File: config.mk
export PLATFORM = sky130hd
export DESIGN_NAME = mpv_isqrt
export DESIGN_NICKNAME = d
export VERILOG_FILES = /design/src/sv/mpv_isqrt.sv
export SDC_FILE = /design/constraint.sdc
export NUM_CORES = 1
export LEC_CHECK = 0
export CORE_MARGIN = 8
export CORE_UTILIZATION = 67
export DETAILED_ROUTE_END_ITERATION = 8
export DONT_BUFFER_PORTS = 1
export PLACE_DENSITY_LB_ADDON = 0.12
export SYNTH_ARGS = -nofsm -noshare
export SYNTH_HDL_FRONTEND = slang
export SYNTH_SLANG_ARGS = --single-unit
export TNS_END_PERCENT = 30
File: constraint.sdc
create_clock -name clk_i -period 10.71 [get_ports clk_i]
set_input_delay 1.071 -clock clk_i [delete_from_list [all_inputs] [get_ports clk_i]]
set_output_delay 1.071 -clock clk_i [all_outputs]
set_load 0.01 [all_outputs]
File: src/sv/mpv_isqrt.sv
module mpv_isqrt (
  input  logic        clk_i,
  input  logic        rst_ni,
  input  logic        start_i,
  input  logic [56:0] rad_i,
  output logic        done_o,
  output logic [28:0] root_o
);

  logic        busy_q, done_q;
  logic [4:0]  cnt_q;
  logic [56:0] v_q;
  logic [57:0] r_q;
  logic [57:0] bit_w, trial;
  logic        ge;

  assign bit_w = 58'(1) << {cnt_q, 1'b0};
  assign trial = r_q + bit_w;
  assign ge    = {1'b0, v_q} >= trial;

  always_ff @(posedge clk_i or negedge rst_ni) begin
    if (!rst_ni) begin
      busy_q <= 1'b0;
      done_q <= 1'b0;
      cnt_q  <= '0;
    end else begin
      done_q <= busy_q && (cnt_q == 5'd0);
      if (start_i) begin
        busy_q <= 1'b1;
        cnt_q  <= 5'd28;
      end else if (busy_q) begin
        if (cnt_q == 5'd0) begin
          busy_q <= 1'b0;
        end else begin
          cnt_q <= cnt_q - 5'd1;
        end
      end
    end
  end

  always_ff @(posedge clk_i) begin
    if (start_i) begin
      v_q <= rad_i;
      r_q <= '0;
    end else if (busy_q) begin
      if (ge) begin
        v_q <= v_q - trial[56:0];
        r_q <= (r_q >> 1) + bit_w;
      end else begin
        r_q <= r_q >> 1;
      end
    end
  end

  assign done_o = done_q;
  assign root_o = r_q[28:0];

endmodule

==> results.sh <==
export IMPL_path_buf_inv=3
export IMPL_cap_violations=0
export IMPL_comb_power_share_pct=58.6
export IMPL_fin_crit_ps=8134
export IMPL_ioPinCount=90
export IMPL_ys_types=95
export IMPL_grt_overflow=0
export IMPL_drt_pass1_iterations=7
export IMPL_area_growth_synth_to_final_pct=2.569
export IMPL_critical_path_max_stage_delay_ps=630
export IMPL_cts_buffers_inserted=17
export IMPL_die_x_um=156.9
export IMPL_critPathSlowestCell="nand2_2"
export IMPL_dp_hpwl_um=27230
export IMPL_root_buffer="clkbuf_16"
export IMPL_clk_latency_ps=440
export IMPL_tightest_slew_ps=1165
export IMPL_placed_cell_area_um2=13040
export IMPL_wl_um=37010
export IMPL_vias=12640
export IMPL_final_nets=1779
export IMPL_hold_path_class="input pin to async pin"
export IMPL_cpMostUsedCell="ha_1"
export IMPL_synth_area_top_cells="edfxtp_1 13%, ha_1 10%, dfxtp_1 8.7%, nand2_1 5.8%, xor2_1 5.0%"
export IMPL_fmax_ghz=0.1229
export IMPL_detail_route_antenna_nets=0
export IMPL_drv_slew=0
export IMPL_finalHoldViolations=0
export IMPL_netSwitchingPower_w=0.001553
export IMPL_r2r_slack_ps=2580
export IMPL_peakVddDrop_v=0.0001542
export IMPL_antenna_found_initial=0
export IMPL_core_um2=19460
export IMPL_end_kind="register"
export IMPL_synth_top_area_cell="edfxtp_1"
export IMPL_drt_vias_per_instance=6.703
export IMPL_period_share_pct=75.95
export IMPL_clk_pin_slew_ps=60
export IMPL_tritoncts="done"
export IMPL_yosysSeqAreaShare_pct=22.93
export IMPL_die_height_um=156.9
export IMPL_startpoint_type="register"
export IMPL_synthArstFlopShare_pct=5.738
export IMPL_synth_most_common_cell="nand2_1"
export IMPL_synth_nets=1880
export IMPL_clock_sinks=122
export IMPL_grt_pass1_vias=11530
export IMPL_cts_resized=0
export IMPL_gp_congestion=0.9835
export IMPL_seq_power_share_pct=24.1
export IMPL_p_leak_nw=5.112
export IMPL_rsz0062_at_grt="no"
export IMPL_drtIter0Drc=1105
export IMPL_synth_warnings=0
export IMPL_ys_flop_type="dfxtp_1"
export IMPL_synth_edf_count=57
export IMPL_io_buffers=0
export IMPL_htreeDepth=4
export IMPL_synth_cells=1709
export IMPL_routedWlPerCell_um=19.62
export IMPL_fin_setup_tns_ps=0
export IMPL_cts_hold_fix_buffers=0
export IMPL_path_max_fanout=39
export IMPL_setup_viol=0
export IMPL_grt_pass1_wl_um=59050
export IMPL_clock_skew_ps=13.32
export IMPL_grtUsageTotal_pct=29.85
export IMPL_synthDominantCellAreaShare_pct=12.88
export IMPL_drive_gt1_share_pct=6.107
export IMPL_ys_ff_latch=122
export IMPL_postCtsSetupBuffers=0
export IMPL_p_clk_share_pct=17.4
export IMPL_dieArea_um2=24600
export IMPL_drc=0
export IMPL_rows=51
export IMPL_worst_ep_arrival_time_ps=8220
export IMPL_grt_max_degree=161
export IMPL_avgSynthCellArea_um2=7.778
export IMPL_diodes=0
export IMPL_cp_top_family="compound AO/OA/AOI/OAI gates"
export IMPL_critPathKind="register to register"
export IMPL_powerDensity_nw_per_um2=247.9
export IMPL_cts_buffer_depth=2
export IMPL_synth_common_cells="206 x nand2_1, 174 x nor2_1, 124 x o21ai_0, 110 x ha_1, 107 x a21oi_1"
export IMPL_cp_required_ps=10790
export IMPL_status="completed"
export IMPL_slew_headroom_pct=22.08
export IMPL_fin_area_um2=13630
export IMPL_swShare_pct=45.95
export IMPL_cell_internal_pwr_w=0.001827
export IMPL_initial_utilization_pct=68.30
export IMPL_synth_area_um2=13290
layout by cell type (no fill, tap or decap), drive strengths merged, types with 8 or more instances in the layout:
cell type,Yosys,layout
a211oi,41,41
a21boi,8,8
a21o,38,38
a21oi,108,108
a311oi,14,14
a31o,16,16
a31oi,42,42
and2,13,13
and3,15,15
and4,11,11
clkbuf,74,21
dfxtp,58,58
edfxtp,57,57
ha,110,110
inv,35,39
mux2,8,8
mux2i,14,14
nand2,207,207
nand2b,20,20
nand3,37,37
nand4,24,24
nor2,174,174
nor2b,16,16
nor3,38,38
nor4,11,11
o211ai,9,9
o21a,23,23
o21ai,136,136
o21bai,20,20
or3,13,13
xnor2,74,74
xor2,77,77
cell families (layout without fill, tap and decap cells):
kind of cell             Yosys count  count (layout)  share of synthesized area [%]
AND/OR/NAND/NOR                  606             606                          21.65
AO/OA/AOI/OAI                    536             536                          27.30
buffers and inverters            159              71                          5.648
XOR/XNOR                         151             151                          10.06
flip-flops                       122             122                          22.93
adder cells (fa/ha/maj)          113             113                          10.66
multiplexers                      22              22                          1.760
cell type report:
| class | count | area, um2 |
|---|---|---|
| flip-flops and latches | 122 | 3052 |
| well taps | 265 | 331.6 |
| clock buffers | 21 | 514.2 |
| clock inverters | 11 | 78.83 |
| inverters | 35 | 131.4 |
| multi-input cells | 1428 | 9497 |
| repair buffers | 4 | 30.03 |
| fillers | 1605 | 5828 |
power by group through the flow:
stage / Sequential, W / Clock, W / Combinational (W)
final: 0.000813 / 0.000587 / 0.00198
after floorplan: 0.000765 / 0 / 0.00159
after global routing: 0.000827 / 0.000605 / 0.00219
after detailed placement: 0.000814 / 0 / 0.00192
after global placement: 0.000816 / 0 / 0.00189
after CTS: 0.000810 / 0.000588 / 0.00195
state kept, by name (all words and copies together) (netlist names):
signal / flops
done_o: 1
busy_q: 1
r_q: 58
cnt_q: 5
v_q: 57
through the flow:
stage                     worst slack (ps)  instances  hold slack [ps]  total power [W]  util (%)
after floorplan                       3809       1709            460.6         0.002352         -
after global placement                3060       1854            481.2         0.002704     67.01
after detailed placement              2752       1854            493.0         0.002734     67.01
after CTS                             2676       1886            311.3         0.003345     70.05
after global routing                  1983       1886            306.5         0.003623     70.05
final                                 2576       1886            319.8         0.003380     70.05
metal layers:
layer	global-route usage (%)	share of wire (%)	up-vias
li1	-	-	6093
met1	37.25	43	5914
met2	48.76	46	535
met3	6.260	7.2	99
met4	13.32	4.0	0
met5	0	0	-
final timing paths:
path	from	end	cells after the start
setup / recovery	cnt_q[0]	v_q[28]	29
hold / removal	rst_ni	done_o	0
setup reg to reg	cnt_q[0]	v_q[28]	29
hold reg to reg	r_q[56]	r_q[56]	2
max in group asynchronous	rst_ni	busy_q	0
min in group clk_i	r_q[56]	r_q[56]	2
(Power assumes the default switching activity.)
